<file path="config.mk">
export PLATFORM = sky130hd
export DESIGN_NAME = framed_name_beacon_modulator_core
export DESIGN_NICKNAME = d
export VERILOG_FILES = /design/src/design/fnbm_pkg.sv /design/src/design/fnbm_csr.sv /design/src/design/fnbm_engine.sv /design/src/design/framed_name_beacon_modulator_core.sv
export SDC_FILE = /design/constraint.sdc
export NUM_CORES = 1
export LEC_CHECK = 0
export BUFFER_PORTS_ARGS = -buffer_cell sky130_fd_sc_hd__buf_2
export CORE_UTILIZATION = 45
export CTS_BUF_LIST = sky130_fd_sc_hd__clkbuf_16
export DETAILED_ROUTE_END_ITERATION = 7
export GPL_TIMING_DRIVEN = 0
export PLACE_DENSITY = 0.62
export SYNTH_ARGS = -nofsm -noshare
export SYNTH_HDL_FRONTEND = slang
export SYNTH_HIERARCHICAL = 1
export SYNTH_SLANG_ARGS = --single-unit
</file>
<file path="constraint.sdc">
create_clock -name clock -period 3.6 [get_ports clock]
set_clock_uncertainty 0.1 [all_clocks]
set_input_delay 0.72 -clock clock [delete_from_list [all_inputs] [get_ports clock]]
set_output_delay 0.72 -clock clock [all_outputs]
set_load 0.02 [all_outputs]
</file>
<file path="src/design/fnbm_pkg.sv">
// Shared constants, register codes and types for the framed name beacon modulator.
package fnbm_pkg;

   // Frame geometry
   localparam int FRAME_BITS     = 10;
   localparam int PREAMBLE_COUNT = 2;
   localparam int NAME_BYTES     = 4;

   // Field widths
   localparam int ROUTE_W     = 3;
   localparam int MODE_W      = 2;
   localparam int DIV_W       = 8;
   localparam int NAME_W      = 32;
   localparam int POS_W       = 4;
   localparam int CHAR_W      = 8;
   localparam int CSR_INDEX_W = 2;
   localparam int CSR_DATA_W  = 32;

   // Position limits
   localparam logic [POS_W-1:0]        FRAME_END  = POS_W'(FRAME_BITS);
   localparam logic [POS_W-1:0]        LAST_BIT   = POS_W'(FRAME_BITS - 1);
   localparam logic signed [POS_W-1:0] BYTE_START = POS_W'(-PREAMBLE_COUNT);
   localparam logic signed [POS_W:0]   NAME_END   = (POS_W + 1)'(NAME_BYTES);

   // Channel route codes
   localparam logic [ROUTE_W-1:0] ROUTE_OFF   = 3'd0;
   localparam logic [ROUTE_W-1:0] ROUTE_AF    = 3'd1;
   localparam logic [ROUTE_W-1:0] ROUTE_RF    = 3'd2;
   localparam logic [ROUTE_W-1:0] ROUTE_AF_RF = 3'd3;
   localparam logic [ROUTE_W-1:0] ROUTE_RF_AF = 3'd4;

   // Pattern mode codes
   localparam logic [MODE_W-1:0] MODE_SQUARE = 2'd0;
   localparam logic [MODE_W-1:0] MODE_NAME   = 2'd1;
   localparam logic [MODE_W-1:0] MODE_HIGH   = 2'd2;

   // Register indexes
   localparam logic [CSR_INDEX_W-1:0] CSR_ROUTE   = 2'd0;
   localparam logic [CSR_INDEX_W-1:0] CSR_MODE    = 2'd1;
   localparam logic [CSR_INDEX_W-1:0] CSR_DIVIDER = 2'd2;
   localparam logic [CSR_INDEX_W-1:0] CSR_NAME    = 2'd3;

   typedef struct packed {
      logic [ROUTE_W-1:0] route;
      logic [MODE_W-1:0]  mode;
      logic [DIV_W-1:0]   divider;
      logic [NAME_W-1:0]  name_word;
   } fnbm_cfg_type;

   typedef struct packed {
      logic af;
      logic rf;
   } fnbm_levels_type;

endpackage

</file>
<file path="src/design/fnbm_csr.sv">
// Configuration register bank of the framed name beacon modulator.
module fnbm_csr (
   input  logic                               clock,
   input  logic                               reset,
   input  logic                               csr_write_en,
   input  logic [fnbm_pkg::CSR_INDEX_W-1:0]   csr_index,
   input  logic [fnbm_pkg::CSR_DATA_W-1:0]    csr_wdata,
   output fnbm_pkg::fnbm_cfg_type             cfg
);

   fnbm_pkg::fnbm_cfg_type cfg_ff;
   fnbm_pkg::fnbm_cfg_type cfg_in;

   // Decode the write into the addressed field
   always_comb begin
      cfg_in = cfg_ff;
      if (csr_write_en) begin
         case (csr_index)
            fnbm_pkg::CSR_ROUTE:   cfg_in.route     = csr_wdata[fnbm_pkg::ROUTE_W-1:0];
            fnbm_pkg::CSR_MODE:    cfg_in.mode      = csr_wdata[fnbm_pkg::MODE_W-1:0];
            fnbm_pkg::CSR_DIVIDER: cfg_in.divider   = csr_wdata[fnbm_pkg::DIV_W-1:0];
            fnbm_pkg::CSR_NAME:    cfg_in.name_word = csr_wdata[fnbm_pkg::NAME_W-1:0];
            default:               cfg_in = cfg_ff;
         endcase
      end
   end

   always_ff @(posedge clock) begin
      if (reset) begin
         cfg_ff <= '0;
      end else begin
         cfg_ff <= cfg_in;
      end
   end

   assign cfg = cfg_ff;

endmodule

</file>
<file path="src/design/fnbm_engine.sv">
// Tick engine: pattern state, secondary divider and held output levels.
module fnbm_engine (
   input  logic                        clock,
   input  logic                        reset,
   input  logic                        step_en,
   input  logic                        tick,
   input  fnbm_pkg::fnbm_cfg_type      cfg,
   output fnbm_pkg::fnbm_levels_type   levels_next
);

   logic [fnbm_pkg::POS_W-1:0]        bit_position_ff, bit_position_in;
   logic signed [fnbm_pkg::POS_W-1:0] byte_position_ff, byte_position_in;
   logic [fnbm_pkg::CHAR_W-1:0]       char_shift_ff, char_shift_in;
   logic                              secondary_phase_ff, secondary_phase_in;
   logic [fnbm_pkg::DIV_W-1:0]        secondary_count_ff, secondary_count_in;
   logic                              af_hold_ff, af_hold_in;
   logic                              rf_hold_ff, rf_hold_in;

   logic                              active;
   logic                              dual_route;
   logic [fnbm_pkg::POS_W-1:0]        bit_inc;
   logic signed [fnbm_pkg::POS_W:0]   byte_inc;
   logic [fnbm_pkg::POS_W-1:0]        name_bit;
   logic signed [fnbm_pkg::POS_W-1:0] name_byte;
   logic                              prim_level;
   logic [fnbm_pkg::DIV_W-1:0]        count_dec;

   assign active = step_en && tick &&
                   (cfg.route == fnbm_pkg::ROUTE_AF || cfg.route == fnbm_pkg::ROUTE_RF ||
                    cfg.route == fnbm_pkg::ROUTE_AF_RF || cfg.route == fnbm_pkg::ROUTE_RF_AF);
   assign dual_route = cfg.route == fnbm_pkg::ROUTE_AF_RF ||
                       cfg.route == fnbm_pkg::ROUTE_RF_AF;

   // Advance frame positions; wrap bit count at frame end, byte count past the name
   assign bit_inc  = bit_position_ff + fnbm_pkg::POS_W'(1);
   assign byte_inc = {byte_position_ff[fnbm_pkg::POS_W-1], byte_position_ff} +
                     (fnbm_pkg::POS_W + 1)'(1);

   always_comb begin
      name_bit  = bit_inc;
      name_byte = byte_position_ff;
      if (bit_inc >= fnbm_pkg::FRAME_END) begin
         name_bit = '0;
         if (byte_inc >= fnbm_pkg::NAME_END) begin
            name_byte = fnbm_pkg::BYTE_START;
         end else begin
            name_byte = byte_inc[fnbm_pkg::POS_W-1:0];
         end
      end
   end

   // Primary pattern: square, framed name or constant high
   always_comb begin
      bit_position_in  = bit_position_ff;
      byte_position_in = byte_position_ff;
      char_shift_in    = char_shift_ff;
      prim_level       = 1'b1;
      case (cfg.mode)
         fnbm_pkg::MODE_SQUARE: begin
            prim_level      = bit_position_ff[0];
            bit_position_in = bit_position_ff ^ fnbm_pkg::POS_W'(1);
         end
         fnbm_pkg::MODE_NAME: begin
            bit_position_in  = name_bit;
            byte_position_in = name_byte;
            if (name_byte[fnbm_pkg::POS_W-1]) begin
               // preamble at mark level
               prim_level = 1'b1;
            end else if (name_bit == '0) begin
               // start bit: load the name byte
               char_shift_in = cfg.name_word[{name_byte[1:0], 3'b000} +: fnbm_pkg::CHAR_W];
               prim_level    = 1'b0;
            end else if (name_bit == fnbm_pkg::LAST_BIT) begin
               prim_level = 1'b1;
            end else begin
               prim_level    = char_shift_ff[0];
               char_shift_in = char_shift_ff >> 1;
            end
         end
         default: begin
            prim_level = 1'b1;
         end
      endcase
   end

   // Secondary divider and line routing
   assign count_dec = secondary_count_ff - fnbm_pkg::DIV_W'(1);

   always_comb begin
      secondary_count_in = secondary_count_ff;
      secondary_phase_in = secondary_phase_ff;
      af_hold_in         = af_hold_ff;
      rf_hold_in         = rf_hold_ff;
      if (cfg.route == fnbm_pkg::ROUTE_AF || cfg.route == fnbm_pkg::ROUTE_AF_RF) begin
         af_hold_in = prim_level;
      end else begin
         rf_hold_in = prim_level;
      end
      if (dual_route) begin
         secondary_count_in = count_dec;
         if (count_dec == '0) begin
            secondary_count_in = cfg.divider;
            secondary_phase_in = ~secondary_phase_ff;
            if (cfg.route == fnbm_pkg::ROUTE_AF_RF) begin
               rf_hold_in = ~secondary_phase_ff;
            end else begin
               af_hold_in = ~secondary_phase_ff;
            end
         end
      end
   end

   // Commit state only for an active tick
   always_ff @(posedge clock) begin
      if (reset) begin
         bit_position_ff    <= '0;
         byte_position_ff   <= fnbm_pkg::BYTE_START;
         char_shift_ff      <= '0;
         secondary_phase_ff <= 1'b0;
         secondary_count_ff <= '0;
         af_hold_ff         <= 1'b0;
         rf_hold_ff         <= 1'b0;
      end else if (active) begin
         bit_position_ff    <= bit_position_in;
         byte_position_ff   <= byte_position_in;
         char_shift_ff      <= char_shift_in;
         secondary_phase_ff <= secondary_phase_in;
         secondary_count_ff <= secondary_count_in;
         af_hold_ff         <= af_hold_in;
         rf_hold_ff         <= rf_hold_in;
      end
   end

   // Levels after this item
   assign levels_next.af = active ? af_hold_in : af_hold_ff;
   assign levels_next.rf = active ? rf_hold_in : rf_hold_ff;

endmodule

</file>
<file path="src/design/framed_name_beacon_modulator_core.sv">
// Top level of the framed name beacon modulator: handshake stages around the tick engine.
//
//   channel | ports                                  | direction
//   --------+----------------------------------------+----------
//   req     | req_valid, req_stall, req_tick_advance | in
//   rsp     | rsp_valid, rsp_stall, rsp_af_level,    | out
//           | rsp_rf_level                           |
//   csr     | csr_write_en, csr_index, csr_wdata     | in
//
// One item per clock while the result is not stalled: an item is held in the input
// register, the tick engine updates its state and the levels land in the result register.
// Reset is synchronous; it holds req_stall high and clears all state but the tick and
// level data registers. A stalled result holds the input register; req_stall then rises.
module framed_name_beacon_modulator_core (
   input  logic                              clock,
   input  logic                              reset,
   input  logic                              req_valid,
   output logic                              req_stall,
   input  logic                              req_tick_advance,
   output logic                              rsp_valid,
   input  logic                              rsp_stall,
   output logic                              rsp_af_level,
   output logic                              rsp_rf_level,
   input  logic                              csr_write_en,
   input  logic [fnbm_pkg::CSR_INDEX_W-1:0]  csr_index,
   input  logic [fnbm_pkg::CSR_DATA_W-1:0]   csr_wdata
);

   fnbm_pkg::fnbm_cfg_type    cfg;
   fnbm_pkg::fnbm_levels_type levels_next;

   logic s1_valid_ff, s1_valid_in;
   logic s1_tick_ff, s1_tick_in;
   logic rsp_valid_ff, rsp_valid_in;
   logic rsp_af_ff, rsp_af_in;
   logic rsp_rf_ff, rsp_rf_in;
   logic advance;
   logic req_take;

   fnbm_csr u_csr (
      .clock        (clock),
      .reset        (reset),
      .csr_write_en (csr_write_en),
      .csr_index    (csr_index),
      .csr_wdata    (csr_wdata),
      .cfg          (cfg)
   );

   fnbm_engine u_engine (
      .clock       (clock),
      .reset       (reset),
      .step_en     (advance),
      .tick        (s1_tick_ff),
      .cfg         (cfg),
      .levels_next (levels_next)
   );

   // Move the held item forward when the result register is free or draining
   assign advance   = s1_valid_ff && (!rsp_valid_ff || !rsp_stall);
   assign req_stall = reset || (s1_valid_ff && !advance);
   assign req_take  = req_valid && !req_stall;

   always_comb begin
      s1_valid_in = s1_valid_ff;
      s1_tick_in  = s1_tick_ff;
      if (!req_stall) begin
         s1_valid_in = req_valid;
         s1_tick_in  = req_take ? req_tick_advance : s1_tick_ff;
      end
   end

   // Capture levels on advance; drop the result after its transfer
   always_comb begin
      rsp_valid_in = rsp_valid_ff;
      rsp_af_in    = rsp_af_ff;
      rsp_rf_in    = rsp_rf_ff;
      if (advance) begin
         rsp_valid_in = 1'b1;
         rsp_af_in    = levels_next.af;
         rsp_rf_in    = levels_next.rf;
      end else if (!rsp_stall) begin
         rsp_valid_in = 1'b0;
      end
   end

   always_ff @(posedge clock) begin
      if (reset) begin
         s1_valid_ff  <= 1'b0;
         rsp_valid_ff <= 1'b0;
      end else begin
         s1_valid_ff  <= s1_valid_in;
         rsp_valid_ff <= rsp_valid_in;
      end
   end

   always_ff @(posedge clock) begin
      s1_tick_ff <= s1_tick_in;
      rsp_af_ff  <= rsp_af_in;
      rsp_rf_ff  <= rsp_rf_in;
   end

   assign rsp_valid    = rsp_valid_ff;
   assign rsp_af_level = rsp_af_ff;
   assign rsp_rf_level = rsp_rf_ff;

endmodule

</file>
# Word level (Yosys, flattened, before mapping)
# Index checks and enable logic that the tools add are counted.
[word_totals] reg_bits=77 input_bits=40 out_inout_bits=4
[op_classes] addsub=3 order_cmp=2 n_eq_ne=11 shifts=1 muxes=23 n_bitwise=5 n_reduce_logical=33
[ops] operator="$shiftx 32x6->8" count=1
[ops] operator="$mux 8" count=3
[ops] operator="$reduce_and 2->1" count=8
[ops] operator="$mux 1" count=15
[ops] operator="$mux 4" count=3
[ops] operator="$reduce_and 3->1" count=3
[ops] operator="$logic_not 8->1" count=1
[ops] operator="$pmux 4 s2" count=1
[ops] operator="$sub 8x1->8 const B" count=1
[ops] operator="$logic_or 1x1->1" count=7
[ops] operator="$eq 3x2->1 const B" count=2
[ops] operator="$add 4x2->5 const B" count=1
[ops] operator="$ge 5x4->1 const B" count=1
[ops] operator="$logic_and 1x1->1" count=5
[ops] operator="$not 1->1" count=5
[ops] operator="$add 4x1->4 const B" count=1
[ops] operator="$eq 2x1->1 const B" count=2
[ops] operator="$eq 2x2->1 const B" count=2
[ops] operator="$eq 4x4->1 const B" count=1
[ops] operator="$ge 4x4->1 const B" count=1
[ops] operator="$logic_not 1->1" count=4
[ops] operator="$logic_not 2->1" count=2
[ops] operator="$logic_not 4->1" count=1
[ops] operator="$ne 2x1->1 const B" count=2
[ops] operator="5 further kinds" count=5

# Depth between registers and ports, before layout
[logic_depth] ltp_word=13 ltp_mapped=10

# Hierarchy
# The synthesis kept the hierarchy.
[by_module_without_submodules] module="fnbm_engine" instances=1 cells_per_inst=311 area_each_um2=2309.7
[by_module_without_submodules] module="fnbm_csr" instances=1 cells_per_inst=186 area_each_um2=1938.1
[by_module_without_submodules] module="framed_name_beacon_modulator_core" instances=1 cells_per_inst=13 area_each_um2=183.9

# Worst setup path after synthesis
# No wires, ideal clock.
[synth_timing] path_type="input to register" from="input rsp_stall" to="register u_engine/char_shift_ff[6] in the netlist's numbering" setup_ps=91 arrival_time_ps=2462 required_time_ps=3409 path_slack_ps=947 cell_stages=7 n_path_buf=1 path_cell_list="a21boi_0 o211ai_1 nor3b_2 o31a_2 buf_4 nor2_1 a311oi_1"
[synth_between] elab_chain_len=6
[synth_lines] element="from (decl)" line="framed_name_beacon_modulator_core.sv:21" rtl="input logic rsp_stall,"
[synth_lines] element="$logic_not 1->1"
[synth_lines] element="$logic_or 1x1->1" line="framed_name_beacon_modulator_core.sv:59" rtl="assign advance = s1_valid_ff && (!rsp_valid_ff || !rsp_stall);"
[synth_lines] element="$logic_and 1x1->1" line="framed_name_beacon_modulator_core.sv:59"
[synth_lines] element="$logic_and 1x1->1 (2 in series)" line="fnbm_engine.sv:28" rtl="assign active = step_en && tick &&"
[synth_lines] element="$reduce_and 4->1 (no source line)"
[synth_lines] element="to (signal assigned)" line="fnbm_engine.sv:126" rtl="char_shift_ff <= char_shift_in;"
[synth_lines] element="to (decl)" line="fnbm_engine.sv:13" rtl="logic [fnbm_pkg::CHAR_W-1:0] char_shift_ff, char_shift_in;"
# Every way passes these cells.
# A chain may end at the register's enable or synchronous reset.

# Worst setup path after layout
[layout_timing] from="input rsp_stall" to="register u_engine/char_shift_ff[0] in the netlist's numbering"
[layout_between] elab_chain_len=6
[layout_lines] element="$logic_not 1->1"
[layout_lines] element="$logic_or 1x1->1" line="framed_name_beacon_modulator_core.sv:59"
[layout_lines] element="$logic_and 1x1->1" line="framed_name_beacon_modulator_core.sv:59"
[layout_lines] element="named net advance" line="framed_name_beacon_modulator_core.sv:37" rtl="logic advance;"
[layout_lines] element="$logic_and 1x1->1 (2 in series)" line="fnbm_engine.sv:28"
[layout_lines] element="$reduce_and 4->1 (no source line)"
# The timed path passes the listed nets, and every way through them passes these cells.

==> impl_metrics.py <==
metrics = {
    "status": {
        "status": "finished, final reports clean",
    },
    "clock_network": {
        "post_cts_buffers": 0,
        "worstSkewPairLatency_ns": 0.34,
        "root_buffer": "clkbuf_16",
        "cts_buffers": 9,
        "hold_buffers": 0,
        "cts_tree": "built",
        "clk_pin_slew_ns": 0.06,
        "cts.sinks": 77,
        "cts_max_path_buffers": 2,
        "cts-resized-gates": 0,
        "htree_levels": 3,
    },
    "synthesis": {
        "synth.area.top_cells": "dfxtp_1, nand2b_1, mux2i_1, nor2_1, nand3_1",
        "netlist.area_leader.share_pct": 33.43,
        "yosysMostFrequentCell": "nand2b_1",
        "synthFlopType": "dfxtp_1",
        "syn-cell-area_mm2": 0.004432,
        "yosysUniqueCellTypes": 66,
        "synth_common_cells": "nand2b_1, dfxtp_1, mux2i_1, nor2_1, nand2_1",
        "yosys.area.top_type": "dfxtp_1",
        "synthCells": 510,
        "syn_area_per_cell_um2": 8.690,
        "ys_seq_area_share_pct": 35.46,
        "synth-edff-count": 3,
        "yosysWarnings": 6,
        "synth_seq_cells": 77,
        "syn_nets": 556,
        "synthArstFlopShare_pct": 0,
    },
    "sta": {
        "drv_slew": 0,
        "rsz0062_at_grt": "no",
        "fmax_mhz": 331.8,
        "slew_headroom_pct": 47.99,
        "setup_viol": 0,
        "min_period_ns": 3.014,
        "worstMarginPinSlew_ns": 0.7704,
        "fin_crit_sh_pct": 83.73,
        "hold_viol": 0,
        "setup_tns_ns": 0,
    },
    "grt": {
        "grtUsageMet1_pct": 30.59,
        "gr-usage-met3_pct": 5.107,
        "grt_pass1_vias": 3520,
        "grt_start_max_net_pins": 13,
        "use_met2_pct": 33.59,
        "gr-usage-all-layers_pct": 22.01,
        "grt_antenna_before_repair": 0,
        "grt_pass1_wl_um": 17330,
        "top_usage_layer": "met2",
        "gr-total-overflow": 0,
    },
    "floorplanning": {
        "core-area_mm2": 0.009371,
        "placementRows": 35,
        "initial_core_util_pct": 47.29,
        "fp.dieW_um": 101.2,
        "io_pins": 44,
        "die_area_mm2": 0.01025,
        "fp.dieH_um": 101.2,
    },
    "layout": {
        "nFillCells": 907,
        "area_growth_pct": 15.33,
        "regArea_mm2": 0.001572,
        "layout.nets": 610,
        "fin_cells": 696,
        "multi_input_area_mm2": 0.002661,
        "diodes": 0,
        "drive_above_1_share_pct": 14.46,
    },
    "placed_design": {
        "port_buffers": 43,
        "globalplace.congestion": 0.8546,
        "dp.cells": 682,
        "hpwl_um": 7939,
    },
    "routing": {
        "wirelength_um": 10680,
        "wl_per_cell_um": 15.34,
        "drtPass1Iterations": 4,
        "viasPerCell": 5.510,
        "drtIter0Drc": 131,
        "num_vias": 3835,
        "antenna_left": 0,
        "drc": 0,
    },
    "power": {
        "power.leakage_nw": 1.990,
        "p_per_area_mw_per_mm2": 386.3,
        "peakVddDrop_mv": 0.2369,
        "power_mw": 1.975,
    },
    "setup_path": {
        "arrival_ns": 3.16,
        "start_kind": "primary input",
        "critPathKind": "in -> reg",
        "critical_path_required_ns": 3.74,
        "path_max_fanout": 10,
        "end_kind": "register",
    },
    "flow_run": {
        "drv_cap": 0,
    },
    "hold_path": {
        "min-delay-path-class": "reg -> reg",
    },
}
==> worst paths after layout <==
check	slack (ns)	startpoint	endpoint	cells after the start
hold / removal	0.36	u_csr/cfg[36]	u_engine/secondary_count_ff[4]	2
hold reg to reg	0.36	u_csr/cfg[36]	u_engine/secondary_count_ff[4]	2
setup / recovery	0.59	rsp_stall	u_engine/char_shift_ff[0]	8
setup reg to reg	0.68	u_engine/byte_position_ff[0]	u_engine/char_shift_ff[1]	9
==> flip-flops by register name, summed over array words and instances (netlist names) <==
signal                       cells
u_engine/char_shift_ff           8
u_engine/af_hold_ff              1
u_engine/byte_position_ff        4
u_engine/bit_position_ff         4
s1_valid_ff                      1
rsp_af_level                     1
rsp_valid                        1
rsp_rf_level                     1
u_csr/cfg                       45
u_engine/rf_hold_ff              1
s1_tick_ff                       1
u_engine/secondary_phase_ff      1
u_engine/secondary_count_ff      8
==> cell families (layout without fill, tap and decap cells) <==
kind of cell | after synthesis | in the layout | synth area share (%)
AO/OA/AOI/OAI | 99 | 99 | 16.49
XOR/XNOR | 8 | 8 | 1.581
adder cells (fa/ha/maj) | 6 | 6 | 1.694
buffers and inverters | 43 | 100 | 4.489
flip-flops | 77 | 77 | 35.46
multiplexers | 47 | 47 | 10.62
AND/OR/NAND/NOR | 230 | 230 | 29.67
==> routing by layer <==
metal  vias to the layer above  part of all wire [%]
li1                       1950                     -
met1                      1780                    51
met2                        89                    44
met3                        16                   4.2
met4                         0                   1.5
met5                         -                     0
==> power breakdown <==
group	switching, mW	total (mW)	internal, mW
Clock	0.344	0.940	0.596
Combinational	0.0729	0.141	0.0679
Sequential	0.0151	0.894	0.879
Total	0.432	1.97	1.54
==> critical path, cell delays in order <==
cell and delay, ns:
buf_2 0.12, a21boi_0 0.45, o211ai_1 0.36, nor3b_2 0.65, o31a_2 0.36, buf_4 0.20
nor2_1 0.05, a311oi_1 0.24
==> area by class of cell <==
cell class                 instances  share of cell area (%)
inverter                           9                  0.6610
clock buffer                       9                   4.406
multi-input combinational        390                   52.07
clock inverter                     5                   1.518
timing repair buffer              43                   4.211
tap                              129                   3.158
sequential                        77                   30.75
buffer                            34                   3.231
==> placed cells by master (no fill, tap or decap), types with 3 or more instances in the layout <==
cell type   n
a21boi_0   10
a21o_1      5
a21oi_1    17
a22o_1      8
a22oi_1     9
a311oi_1    9
a31oi_1     4
and2_1      3
and3_1      8
buf_2      46
buf_4       5
clkbuf_1   22
clkbuf_16   9
dfxtp_1    74
edfxtp_1    3
ha_1        6
inv_1       9
mux2i_1    47
nand2_1    23
nand2b_1   89
nand3_1    21
nand4_1    16
nor2_1     33
nor2b_1     4
nor3_1      9
nor3b_2     3
o21ai_0     9
xnor2_1     5
xor2_1      3
==> through the flow <==
step / utilization (%) / area [um2] / hold WS [ns] / worst slack [ns]
2_1_floorplan: - / 4432 / 0.3324 / 0.9467
3_3_place_gp: 51.31 / 4808 / 0.3546 / 0.2428
3_5_place_dp: 51.31 / 4808 / 0.3543 / 0.2022
4_1_cts: 54.54 / 5111 / 0.3679 / 0.5545
5_1_grt: 54.54 / 5111 / 0.3891 / 0.3968
6_report: 54.54 / 5111 / 0.3641 / 0.5858
No activity file was read; power rests on OpenSTA's default activity.
